$ cat src/ksc_pkg.sv
// Shared types and constants for the keyword substitution cipher core.
// Holds the alphabet geometry, the item kind codes, the sequencer states
// and the control struct that the sequencer sends to the key store and map table.
package ksc_pkg;

  localparam int ALPHA_N = 26;
  localparam int IDX_W   = (ALPHA_N > 1) ? $clog2(ALPHA_N) : 1;
  localparam int CNT_W   = $clog2(ALPHA_N + 1);

  localparam logic [7:0] LETTER_BASE = 8'h61;
  localparam logic [7:0] LETTER_LAST = 8'(32'h61 + ALPHA_N - 1);

  typedef enum logic [1:0] {
    KIND_KEY = 2'd0,
    KIND_END = 2'd1,
    KIND_ENC = 2'd2,
    KIND_DEC = 2'd3
  } kind_t;

  typedef enum logic [1:0] {
    S_IDLE,
    S_FILL,
    S_COPY
  } state_t;

  typedef struct packed {
    logic             key_letter;
    logic             letter_ok;
    logic [IDX_W-1:0] letter_idx;
    logic             fill_step;
    logic             copy_step;
    logic             clear;
    logic [IDX_W-1:0] walk_idx;
  } ksc_ctl_t;

endpackage

$ cat src/keyword_substitution_cipher_core.sv
// Keyword substitution cipher core. Key letters, encrypt bytes and decrypt bytes each
// answer in the cycle after acceptance: the result is registered and, while the core is
// idle, the next transaction is accepted as soon as the output register is free or being
// emptied. An end-of-key transaction that installs a key runs the sequencer over the
// alphabet twice, once to append unused letters and once to load the forward and inverse
// tables, before its result appears; a rejected key answers in the cycle after acceptance.
// Depends on ksc_pkg, ksc_key_store and ksc_map_table.
module keyword_substitution_cipher_core
  import ksc_pkg::*;
(
  input  logic       clk,
  input  logic       rst_n,
  input  logic       in_valid,
  output logic       in_ready,
  input  logic [1:0] in_kind,
  input  logic [7:0] in_value,
  output logic       out_valid,
  input  logic       out_ready,
  output logic [7:0] out_char,
  output logic       out_status
);

  state_t state_r, state_nxt;
  logic [IDX_W-1:0] walk_r, walk_nxt;
  logic out_valid_r, out_valid_nxt;
  logic [7:0] out_char_r, out_char_nxt;
  logic out_status_r, out_status_nxt;
  logic load;
  logic accept, walk_last, is_letter, reject;
  logic [IDX_W-1:0] letter_idx, look_map, pend_rd;
  logic [CNT_W-1:0] pend_cnt;
  logic key_bad;
  kind_t kind;
  ksc_ctl_t ctl;

  assign kind       = kind_t'(in_kind);
  assign accept     = in_valid && in_ready;
  assign walk_last  = (walk_r == IDX_W'(ALPHA_N - 1));
  assign is_letter  = (in_value >= LETTER_BASE) && (in_value <= LETTER_LAST);
  assign letter_idx = IDX_W'(in_value - LETTER_BASE);
  assign reject     = key_bad || (pend_cnt == '0);

  ksc_key_store u_key_store (
    .clk      (clk),
    .rst_n    (rst_n),
    .ctl      (ctl),
    .pend_rd  (pend_rd),
    .pend_cnt (pend_cnt),
    .key_bad  (key_bad)
  );

  ksc_map_table u_map_table (
    .clk      (clk),
    .rst_n    (rst_n),
    .ctl      (ctl),
    .pend_rd  (pend_rd),
    .look_idx (letter_idx),
    .look_inv (kind == KIND_DEC),
    .look_map (look_map)
  );

  // Next state.
  always_comb begin
    state_nxt = state_r;
    unique case (state_r)
      S_IDLE: begin
        if (accept && kind == KIND_END && !reject) state_nxt = S_FILL;
      end
      S_FILL: begin
        if (walk_last) state_nxt = S_COPY;
      end
      S_COPY: begin
        if (walk_last) state_nxt = S_IDLE;
      end
      default: state_nxt = S_IDLE;
    endcase
  end

  // Sequencer outputs.
  always_comb begin
    ctl            = '0;
    ctl.letter_ok  = is_letter;
    ctl.letter_idx = letter_idx;
    ctl.walk_idx   = walk_r;
    in_ready       = 1'b0;
    walk_nxt       = walk_r;
    load           = 1'b0;
    out_char_nxt   = out_char_r;
    out_status_nxt = out_status_r;
    unique case (state_r)
      S_IDLE: begin
        in_ready = !out_valid_r || out_ready;
        walk_nxt = '0;
        if (accept) begin
          out_char_nxt   = 8'h00;
          out_status_nxt = 1'b0;
          unique case (kind)
            KIND_KEY: begin
              ctl.key_letter = 1'b1;
              load = 1'b1;
            end
            KIND_END: begin
              if (reject) begin
                ctl.clear      = 1'b1;
                out_status_nxt = 1'b1;
                load           = 1'b1;
              end
            end
            KIND_ENC, KIND_DEC: begin
              load         = 1'b1;
              out_char_nxt = is_letter ? (LETTER_BASE + 8'(look_map)) : in_value;
            end
            default: load = 1'b0;
          endcase
        end
      end
      S_FILL: begin
        ctl.fill_step = 1'b1;
        walk_nxt = walk_last ? '0 : walk_r + IDX_W'(1);
      end
      S_COPY: begin
        ctl.copy_step = 1'b1;
        walk_nxt = walk_last ? '0 : walk_r + IDX_W'(1);
        if (walk_last) begin
          ctl.clear      = 1'b1;
          load           = 1'b1;
          out_char_nxt   = 8'h00;
          out_status_nxt = 1'b0;
        end
      end
      default: walk_nxt = '0;
    endcase
  end

  assign out_valid_nxt = load ? 1'b1 : (out_ready ? 1'b0 : out_valid_r);

  always_ff @(posedge clk) begin
    if (!rst_n) begin
      state_r     <= S_IDLE;
      walk_r      <= '0;
      out_valid_r <= 1'b0;
    end else begin
      state_r     <= state_nxt;
      walk_r      <= walk_nxt;
      out_valid_r <= out_valid_nxt;
    end
  end

  always_ff @(posedge clk) begin
    out_char_r   <= out_char_nxt;
    out_status_r <= out_status_nxt;
  end

  assign out_valid  = out_valid_r;
  assign out_char   = out_char_r;
  assign out_status = out_status_r;

  a_busy_not_ready: assert property (@(posedge clk) disable iff (!rst_n)
    (state_r != S_IDLE) |-> !in_ready)
    else $error("input accepted while a key is being installed");

  a_fill_no_result: assert property (@(posedge clk) disable iff (!rst_n)
    (state_r == S_FILL) |-> !out_valid_r)
    else $error("result pending during key installation");

  a_install_result: assert property (@(posedge clk) disable iff (!rst_n)
    (state_r == S_COPY && walk_last) |=> (out_valid_r && !out_status_r && state_r == S_IDLE))
    else $error("installed key did not answer with an ok result");

  a_reject_result: assert property (@(posedge clk) disable iff (!rst_n)
    (accept && kind == KIND_END && key_bad) |=> (out_valid_r && out_status_r))
    else $error("bad key was not rejected");

endmodule

$ cat src/ksc_key_store.sv
// Pending key storage: first-seen letter order, used-letter mask, fill count and bad flag.
// One insert unit serves both key letters and the alphabet-order fill walk.
// Depends on ksc_pkg.
module ksc_key_store
  import ksc_pkg::*;
(
  input  logic             clk,
  input  logic             rst_n,
  input  ksc_ctl_t         ctl,
  output logic [IDX_W-1:0] pend_rd,
  output logic [CNT_W-1:0] pend_cnt,
  output logic             key_bad
);

  logic [IDX_W-1:0] pend_r [ALPHA_N];
  logic [ALPHA_N-1:0] used_r, used_nxt;
  logic [CNT_W-1:0] cnt_r, cnt_nxt;
  logic bad_r, bad_nxt;
  logic ins_req, ins_go;
  logic [IDX_W-1:0] ins_idx;

  // A letter is inserted only if it is unused and the permutation still has room.
  always_comb begin
    ins_req = (ctl.key_letter && ctl.letter_ok) || ctl.fill_step;
    ins_idx = ctl.fill_step ? ctl.walk_idx : ctl.letter_idx;
    ins_go  = ins_req && !used_r[ins_idx] && (cnt_r < CNT_W'(ALPHA_N));
  end

  always_comb begin
    used_nxt = used_r;
    cnt_nxt  = cnt_r;
    bad_nxt  = bad_r;
    if (ctl.clear) begin
      used_nxt = '0;
      cnt_nxt  = '0;
      bad_nxt  = 1'b0;
    end else begin
      if (ctl.key_letter && !ctl.letter_ok) begin
        bad_nxt = 1'b1;
      end
      if (ins_go) begin
        used_nxt[ins_idx] = 1'b1;
        cnt_nxt = cnt_r + CNT_W'(1);
      end
    end
  end

  always_ff @(posedge clk) begin
    if (!rst_n) begin
      used_r <= '0;
      cnt_r  <= '0;
      bad_r  <= 1'b0;
    end else begin
      used_r <= used_nxt;
      cnt_r  <= cnt_nxt;
      bad_r  <= bad_nxt;
    end
  end

  always_ff @(posedge clk) begin
    if (ins_go && !ctl.clear) begin
      pend_r[cnt_r[IDX_W-1:0]] <= ins_idx;
    end
  end

  assign pend_rd  = pend_r[ctl.walk_idx];
  assign pend_cnt = cnt_r;
  assign key_bad  = bad_r;

endmodule

$ cat src/ksc_map_table.sv
// Active forward and inverse substitution tables, reset to the identity mapping.
// Loaded one entry per cycle from the pending key during installation.
// Depends on ksc_pkg.
module ksc_map_table
  import ksc_pkg::*;
(
  input  logic             clk,
  input  logic             rst_n,
  input  ksc_ctl_t         ctl,
  input  logic [IDX_W-1:0] pend_rd,
  input  logic [IDX_W-1:0] look_idx,
  input  logic             look_inv,
  output logic [IDX_W-1:0] look_map
);

  logic [IDX_W-1:0] fwd_r [ALPHA_N];
  logic [IDX_W-1:0] inv_r [ALPHA_N];

  always_ff @(posedge clk) begin
    if (!rst_n) begin
      for (int i = 0; i < ALPHA_N; i++) begin
        fwd_r[i] <= IDX_W'(i);
        inv_r[i] <= IDX_W'(i);
      end
    end else if (ctl.copy_step) begin
      fwd_r[ctl.walk_idx] <= pend_rd;
      inv_r[pend_rd]      <= ctl.walk_idx;
    end
  end

  assign look_map = look_inv ? inv_r[look_idx] : fwd_r[look_idx];

endmodule
$ cat config.mk
export PLATFORM = sky130hd
export DESIGN_NAME = keyword_substitution_cipher_core
export DESIGN_NICKNAME = d
export VERILOG_FILES = /design/src/ksc_pkg.sv /design/src/keyword_substitution_cipher_core.sv /design/src/ksc_key_store.sv /design/src/ksc_map_table.sv
export SDC_FILE = /design/constraint.sdc
export NUM_CORES = 1
export LEC_CHECK = 0
export ABC_AREA = 1
export BUFFER_PORTS_ARGS = -buffer_cell sky130_fd_sc_hd__buf_2
export CAP_MARGIN = 10
export CORE_MARGIN = 2
export CORE_UTILIZATION = 40
export CTS_CLUSTER_SIZE = 40
export DETAILED_ROUTE_END_ITERATION = 7
export PLACE_DENSITY = 0.6
export SKIP_LAST_GASP = 1
export SLEW_MARGIN = 20
export SYNTH_ARGS = -nofsm -noshare
export SYNTH_HDL_FRONTEND = slang
export SYNTH_HIERARCHICAL = 1
export SYNTH_SLANG_ARGS = --single-unit
$ cat constraint.sdc
create_clock -name clk -period 3.5 [get_ports clk]
set_input_delay 0.35 -clock clk [delete_from_list [all_inputs] [get_ports clk]]
set_output_delay 0.35 -clock clk [all_outputs]
set_load 0.02 [all_outputs]
==> tab_implementation.tex, run 1 <==
\begin{tabular}{lr}
\hline
Metric & Value \\
\hline
\multicolumn{2}{l}{\textbf{Critical path}} \\
Critical path class & flop to flop \\
Worst setup EP type & flop \\
Cells on worst reg2reg path & 16 \\
Register-to-register setup slack & 0.24 ns \\
Sort of element at the start of the critical path & flop \\
Critical path data required time & 3.79 ns \\
Startpoint of the most critical setup path & walk\_r[0]\$\_SDFF\_PP0\_ \\
Data arrival, critical path & 3.55 ns \\
Reg-to-Reg Start & walk\_r[0]\$\_SDFF\_PP0\_ \\
RR Endpoint & u\_map\_table/inv\_r[8][1]\$\_SDFFCE\_PN0P\_ \\
Biggest fanout along the worst timing path & 65 \\
\multicolumn{2}{l}{\textbf{Logic synthesis}} \\
Top post-synthesis cells by area & sky130\_fd\_sc\_hd\_\_edfxtp\_1 59\%, sky130\_fd\_sc\_hd\_\_nand2\_1 11\%, sky130\_fd\_sc\_hd\_\_nand3\_1 7.1\% \\
Most instantiated library cell after synthesis & sky130\_fd\_sc\_hd\_\_nand2\_1 \\
Synthesized instance count & 2,436 \\
Commonest cells in the netlist & 703 x sky130\_fd\_sc\_hd\_\_nand2\_1, 459 x sky130\_fd\_sc\_hd\_\_edfxtp\_1, 328 x sky130\_fd\_sc\_hd\_\_nor2\_1, 327 x sky130\_fd\_sc\_hd\_\_nand3\_1, 136 x sky130\_fd\_sc\_hd\_\_inv\_1 \\
Share of synthesized registers carrying an async set or reset & 0 \\
Leading register cell type out of synthesis & sky130\_fd\_sc\_hd\_\_edfxtp\_1 \\
Largest area contributor in the synthesized netlist & sky130\_fd\_sc\_hd\_\_edfxtp\_1 \\
Number of register bits inferred by synthesis & 499 \\
Total standard cell area after synthesis & 23,200 um\^{}2 \\
Number of distinct standard cells referenced by the synthesized netlist & 36 \\
Number of synthesis warnings & 6 \\
Top-area cell type share of the netlist area & 0.594 \\
Mapped Avg Cell Area & 9.52 um\^{}2 \\
Count of flip-flops with a built-in enable after synthesis & 459 \\
Nets in the synthesized netlist & 2,463 \\
Part of the Yosys area used for sequential elements & 0.629 \\
\multicolumn{2}{l}{\textbf{Cells and area}} \\
Net count of the finished layout & 2,526 \\
Number of inserted filler cells in the final layout & 5,394 \\
Synth-to-Final Area Change & 14.5\% \\
Diodes inserted & 0 \\
Share of cells above drive strength 1 & 0.126 \\
\multicolumn{2}{l}{\textbf{Pwr}} \\
Standby leakage power & 0.00959 uW \\
Maximum VDD drop & 0.000364 V \\
Power density relative to cell area & 569 nW/um\^{}2 \\
\multicolumn{2}{l}{\textbf{STA}} \\
Period utilisation layout & 0.932 \\
Setup Skew & 0.0250 ns \\
Slew Limit Headroom & 0.407 \\
Count of endpoints failing hold in the final timing report & 0 \\
\# setup viols final & 0 \\
Least-Margin Pin Slew & 0.890 ns \\
Smallest hold slack & 0.0842 ns \\
Shortest clock period the worst path allows after layout & 3.26 ns \\
Fin worst setup slack & 0.240 ns \\
Setup repair after global routing missed its margin & yes \\
Highest attainable clock frequency & 0.307 GHz \\
Final slew viol count & 0 \\
\multicolumn{2}{l}{\textbf{Placed design}} \\
GP Congestion & 0.873 \\
Placed wire-length estimate & 38,900 um \\
Post-placement setup slack & 0.0798 ns \\
Quantity of I/O buffers inserted on ports & 24 \\
\multicolumn{2}{l}{\textbf{Detailed routing}} \\
Routed via count divided by cell count & 5.30 \\
Post-detailed-route wirelength per cell & 18.3 um \\
Count of unresolved DRC violations after routing & 0 \\
Antenna-violating nets left & 0 \\
Final WL & 60,600 um \\
Drt first-iter violations & 1,739 \\
Overall via count from detail\_route & 17,528 \\
Count of TritonRoute iterations in the first routing pass & 7 \\
\multicolumn{2}{l}{\textbf{Floorplanning}} \\
Total Die Area & 59,900 um\^{}2 \\
Vertical die dimension & 245 um \\
Core box area & 57,500 um\^{}2 \\
Top Ports & 25 \\
Number of rows created at floorplan & 88 \\
Starting density of the core & 0.403 \\
Die span in x & 245 um \\
\multicolumn{2}{l}{\textbf{Clock tree}} \\
Post-CTS setup-driven buffer insertion count & 0 \\
CTS H-Tree Depth & 2 \\
Clock-pin slew of the registers on the worst-case setup and hold paths & 0.06 ns \\
Clk sinks & 499 \\
CTS buffer count & 52 \\
Maximum buffer depth of the clock tree & 3 \\
Root Buffer & sky130\_fd\_sc\_hd\_\_clkbuf\_16 \\
Clock insertion delay at the later pin of the skew report & 0.60 ns \\
TritonCTS clock tree & yes \\
\multicolumn{2}{l}{\textbf{Min path}} \\
HP Class & primary input to flop \\
Worst Hold Depth & 4 \\
Startpoint of the tightest hold check path & out\_ready \\
Endpoint of the worst hold-timing path & out\_valid\$\_SDFFE\_PN0P\_ \\
\multicolumn{2}{l}{\textbf{Global routing}} \\
GRT overflow & 0 \\
Number of antenna violations at the first check in global routing & 0 \\
GRT Resource Usage Total & 0.201 \\
Global-route wire length before repair & 93,800 um \\
Maximum number of pins on one net before global-route repair & 101 \\
Number of global-route vias before repair & 16,998 \\
\multicolumn{2}{l}{\textbf{Run status}} \\
Outcome & complete, no violations \\
\multicolumn{2}{l}{\textbf{Job}} \\
Maxcap violations & 0 \\
\hline
\end{tabular}
logic make-up after synthesis:
logic type	share of synthesized area
buffers and inverters	0.0593
XOR/XNOR	0.00340
AND/OR/NAND/NOR	0.262
flip-flops	0.629
adder cells (fa/ha/maj)	0.00701
AO/OA/AOI/OAI	0.0392
flip-flops by register name, summed over array words and instances, names as in the netlist:
name	flops
out_char	8
out_status	1
out_valid	1
state_r	2
u_key_store/key_bad	1
u_key_store/pend_cnt	5
u_key_store/pend_r	130
u_key_store/used_r	26
u_map_table/fwd_r	160
u_map_table/inv_r	160
walk_r	5
what timing repair did:
item | 4_1_cts | 5_1_grt
resized for setup | 0 | 5
hold buffers | 0 | 0
endpoints found under the setup margin | 0 | 67
worst max-delay path by stage:
| stage | endpoint | slack (ns) |
|---|---|---|
| final | u_map_table/inv_r[8][1]$_SDFFCE_PN0P_ | 0.24 |
| after CTS | u_map_table/inv_r[7][0]$_SDFFCE_PN1P_ | 0.1 |
| after floorplan | u_map_table/inv_r[21][0]$_SDFFCE_PN1P_ | 0.09 |
| after global placement | u_map_table/inv_r[7][2]$_SDFFCE_PN1P_ | 0.17 |
| after detailed placement | u_key_store/pend_r[23][2]$_DFFE_PP_ | 0.08 |
| after global routing | u_key_store/pend_r[19][4]$_DFFE_PP_ | -0.04 |
layer usage:
metal | share of wire | track usage
met4 | 0.028 | 0.0708
met1 | 0.43 | 0.271
met5 | 0 | 0
met3 | 0.071 | 0.0276
met2 | 0.47 | 0.333
cells in the final DEF (no fill, tap or decap), types with 24 or more instances in the layout:
cell type                     n
sky130_fd_sc_hd__nand2_1    703
sky130_fd_sc_hd__buf_4      112
sky130_fd_sc_hd__nor3_1      29
sky130_fd_sc_hd__nand3_1    327
sky130_fd_sc_hd__inv_2       40
sky130_fd_sc_hd__nor2_1     328
sky130_fd_sc_hd__edfxtp_1   459
sky130_fd_sc_hd__buf_2       24
sky130_fd_sc_hd__o21ai_0     76
sky130_fd_sc_hd__dfxtp_1     39
sky130_fd_sc_hd__inv_1      134
sky130_fd_sc_hd__a21oi_1     42
sky130_fd_sc_hd__clkbuf_16   52
through the flow:
step | util | power (uW) | TNS (ns) | cell area [um^2] | std cells
CTS | 0.462 | 15200 | 0 | 26500 | 3306
global placement | 0.429 | 9010 | 0 | 24600 | 3210
global route | 0.462 | 15600 | -0.513 | 26600 | 3306
floorplan | - | 8180 | 0 | 23200 | 2436
finish | 0.462 | 15100 | 0 | 26600 | 3306
detailed placement | 0.429 | 9030 | 0 | 24600 | 3210
worst max-delay path: stages (launching register included):
cell and delay (ns):
sky130_fd_sc_hd__dfxtp_2 0.40, sky130_fd_sc_hd__inv_1 0.09, sky130_fd_sc_hd__buf_12 0.21, sky130_fd_sc_hd__o21ai_0 0.23
sky130_fd_sc_hd__o22ai_1 0.09, sky130_fd_sc_hd__o21ai_0 0.29, sky130_fd_sc_hd__nand2_1 0.09, sky130_fd_sc_hd__inv_1 0.13
sky130_fd_sc_hd__o21ai_1 0.16, sky130_fd_sc_hd__buf_4 0.22, sky130_fd_sc_hd__nor3_1 0.20, sky130_fd_sc_hd__buf_4 0.18
sky130_fd_sc_hd__inv_2 0.06, sky130_fd_sc_hd__buf_4 0.18, sky130_fd_sc_hd__nor2_1 0.16, sky130_fd_sc_hd__inv_1 0.08
sky130_fd_sc_hd__nand2_1 0.18
power breakdown:
| part | internal [uW] | total [uW] | leakage [uW] | switching [uW] |
|---|---|---|---|---|
| Sequential | 6760 | 6820 | 0.00447 | 59.5 |
| Clock | 3830 | 6180 | 0.000936 | 2360 |
| Combinational | 546 | 2110 | 0.00418 | 1560 |
cell type report:
class                   count  area (um^2)  share of cell area
clock buffers              56         1320              0.0496
inverters                 177          669              0.0252
repair buffers            146         1160              0.0437
flip-flops and latches    499        14600               0.549
clock inverters            40          592              0.0223
well taps                 765          957              0.0360
multi-input cells        1623         7270               0.274
(Power assumes the default switching activity.)
==> run 2, diff against run 1 <==
--- a/config.mk
+++ b/config.mk
@@ -8,11 +8,12 @@
 export ABC_AREA = 1
 export BUFFER_PORTS_ARGS = -buffer_cell sky130_fd_sc_hd__buf_2
 export CAP_MARGIN = 10
+export CORE_ASPECT_RATIO = 0.9
 export CORE_MARGIN = 2
-export CORE_UTILIZATION = 40
+export CORE_UTILIZATION = 51
 export CTS_CLUSTER_SIZE = 40
 export DETAILED_ROUTE_END_ITERATION = 7
-export PLACE_DENSITY = 0.6
+export PLACE_DENSITY = 0.72
 export SKIP_LAST_GASP = 1
 export SLEW_MARGIN = 20
 export SYNTH_ARGS = -nofsm -noshare
==> run 2 against run 1 <==
Compared with the run above: design area down 3.7%; combinational power down 3%; clock skew about the same; sequential power about the same; utilization up 11 points; critical path type unchanged; critical path depth down 2; largest power group unchanged.
==> tab_implementation.tex, run 2 (synthesis gave the netlist of run 1 again) <==
\begin{tabular}{lr}
\hline
Metric & Value \\
\hline
\multicolumn{2}{l}{\textbf{STA}} \\
Setup Skew & 0.0252 ns \\
Least-Margin Pin Slew & 0.882 ns \\
Setup\_tns & 0 ns \\
Period utilisation layout & 0.940 \\
Count of endpoints failing hold in the final timing report & 0 \\
Highest attainable clock frequency & 0.304 GHz \\
Shortest clock period the worst path allows after layout & 3.29 ns \\
Final slew viol count & 0 \\
Slew Limit Headroom & 0.412 \\
Setup repair after global routing missed its margin & no \\
\# setup viols final & 0 \\
\multicolumn{2}{l}{\textbf{Global routing}} \\
GRT Resource Usage Total & 0.249 \\
Number of global-route vias before repair & 16,934 \\
Global-route wire length before repair & 91,900 um \\
Maximum number of pins on one net before global-route repair & 107 \\
Number of antenna violations at the first check in global routing & 0 \\
GRT overflow & 0 \\
\multicolumn{2}{l}{\textbf{Placed design}} \\
Quantity of I/O buffers inserted on ports & 24 \\
GP Congestion & 0.901 \\
Placed wire-length estimate & 37,200 um \\
Placement-stage cell area & 24,000 um\^{}2 \\
\multicolumn{2}{l}{\textbf{Critical path}} \\
Sort of element at the start of the critical path & flop \\
Cell depth of the worst setup path & 14 \\
Critical path class & flop to flop \\
Register-to-register setup slack & 0.21 ns \\
Buf+Inv Stages, Crit Path & 6 \\
Worst path slowest cell & sky130\_fd\_sc\_hd\_\_dfxtp\_1 \\
Cells on worst reg2reg path & 14 \\
Critical path data required time & 3.76 ns \\
Cell Chain, Critical Path & buf\_4, o21ai\_0, o221ai\_1, nand3\_1, nand2\_1, inv\_1, o21ai\_0, buf\_4, inv\_2, nor3\_1, inv\_2, nor2\_1, inv\_1, nand2\_1 \\
Data arrival, critical path & 3.55 ns \\
Worst setup EP type & flop \\
Kind of cell with the highest combined delay on the critical path & buffers and inverters \\
CP max stage delay & 0.37 ns \\
Biggest fanout along the worst timing path & 22 \\
\multicolumn{2}{l}{\textbf{Pwr}} \\
Maximum VDD drop & 0.000482 V \\
Tot Pwr & 14,100 uW \\
Power density relative to cell area & 552 nW/um\^{}2 \\
Standby leakage power & 0.00914 uW \\
\multicolumn{2}{l}{\textbf{Detailed routing}} \\
Overall via count from detail\_route & 17,527 \\
Post-detailed-route wirelength per cell & 19.1 um \\
Drt first-iter violations & 1,870 \\
Final WL & 58,800 um \\
Antenna-violating nets left & 0 \\
Count of unresolved DRC violations after routing & 0 \\
Routed via count divided by cell count & 5.69 \\
Count of TritonRoute iterations in the first routing pass & 6 \\
\multicolumn{2}{l}{\textbf{Floorplanning}} \\
Core box area & 45,100 um\^{}2 \\
Total Die Area & 47,200 um\^{}2 \\
Vertical die dimension & 206 um \\
Die span in x & 229 um \\
Top Ports & 25 \\
Number of rows created at floorplan & 74 \\
Starting density of the core & 0.514 \\
\multicolumn{2}{l}{\textbf{Cells and area}} \\
Synth-to-Final Area Change & 10.3\% \\
Number of inserted filler cells in the final layout & 3,824 \\
Most common library cell in the layout ignoring fill and taps & sky130\_fd\_sc\_hd\_\_nand2\_1 \\
Combined area of the multi-input logic cells & 7260 um\^{}2 \\
Final Instance Area & 25,600 um\^{}2 \\
Diodes inserted & 0 \\
Net count of the finished layout & 2,466 \\
Share of cells above drive strength 1 & 0.0990 \\
Highest-count cells in the layout ignoring fill and taps & 703 x sky130\_fd\_sc\_hd\_\_nand2\_1, 459 x sky130\_fd\_sc\_hd\_\_edfxtp\_1, 327 x sky130\_fd\_sc\_hd\_\_nand3\_1 \\
FF+latch area & 14,600 um\^{}2 \\
\multicolumn{2}{l}{\textbf{Run status}} \\
Outcome & complete, no violations \\
\multicolumn{2}{l}{\textbf{Clock tree}} \\
Root Buffer & sky130\_fd\_sc\_hd\_\_clkbuf\_16 \\
Clk sinks & 499 \\
Clock-pin slew of the registers on the worst-case setup and hold paths & 0.06 ns \\
Post-CTS setup-driven buffer insertion count & 0 \\
CTS buffer count & 51 \\
CTS H-Tree Depth & 2 \\
TritonCTS clock tree & yes \\
Maximum buffer depth of the clock tree & 3 \\
Clock insertion delay at the later pin of the skew report & 0.59 ns \\
\multicolumn{2}{l}{\textbf{Job}} \\
Maxcap violations & 0 \\
\multicolumn{2}{l}{\textbf{Min path}} \\
HP Class & primary input to flop \\
Worst Hold Depth & 4 \\
\hline
\end{tabular}
## run 2: cell types whose count changed in the layout (fill, tap and decap cells not counted), sizes merged
cell	previous run	this run
clkinv	22	17
buf	146	87
clkinvlp	2	0
bufinv	15	5
clkbuf	56	66
## run 2: where the power goes
group	switching [uW]	internal, uW	total [uW]
registers	58.6	6760	6820
logic	1560	486	2050
clock network	2170	3080	5250
total	3790	10300	14100
## run 2: layout make-up
type                            instances  share of cell area
Sequential cell                       499               0.570
Multi-Input combinational cell       1623               0.284
Inverter                              177              0.0262
Tap cell                              608              0.0297
Clock inverter                         23             0.00969
Timing Repair Buffer                   87              0.0273
Clock buffer                           66              0.0529
## run 2: layer usage
layer  global-route usage  part of all wire  vias to the layer above  wire length [um]
met5                    0                 0                        -                 0
met4               0.0908             0.027                        0              1560
met3               0.0505              0.11                      138              6360
met2                0.399              0.46                      913             27100
met1                0.339              0.40                     8301             23800
li1                     -                 -                     8175                 -
## run 2: final timing paths
kind | start | endpoint
max | walk_r[1]$_SDFF_PP0_ | u_map_table/inv_r[22][1]$_SDFFCE_PN1P_
min | out_ready | out_valid$_SDFFE_PN0P_
max reg2reg | walk_r[1]$_SDFF_PP0_ | u_map_table/inv_r[22][1]$_SDFFCE_PN1P_
min reg2reg | u_key_store/used_r[15]$_SDFFE_PP0P_ | u_key_store/used_r[15]$_SDFFE_PP0P_
## run 2: metrics by stage
stage | worst slack (ns) | hold slack, ns | std cells | utilization
detailed placement | 0.0718 | 0.442 | 2994 | 0.531
finish | 0.211 | 0.105 | 3083 | 0.567
floorplan | 0.0926 | 0.430 | 2436 | -
global placement | 0.201 | 0.437 | 2994 | 0.531
global route | 0.00221 | 0.141 | 3083 | 0.567
CTS | 0.139 | 0.0873 | 3083 | 0.567
## run 2: what timing repair did
action                                  4_1_cts  5_1_grt
endpoints found under the setup margin        0       80
hold buffers                                  0        0
resized for setup                             0        6
## run 2: tightest hold or removal path, cell delays in order
cell and delay (ns):
sky130_fd_sc_hd__buf_2 0.08, sky130_fd_sc_hd__inv_1 0.04, sky130_fd_sc_hd__nand2_1 0.09, sky130_fd_sc_hd__a31oi_1 0.09
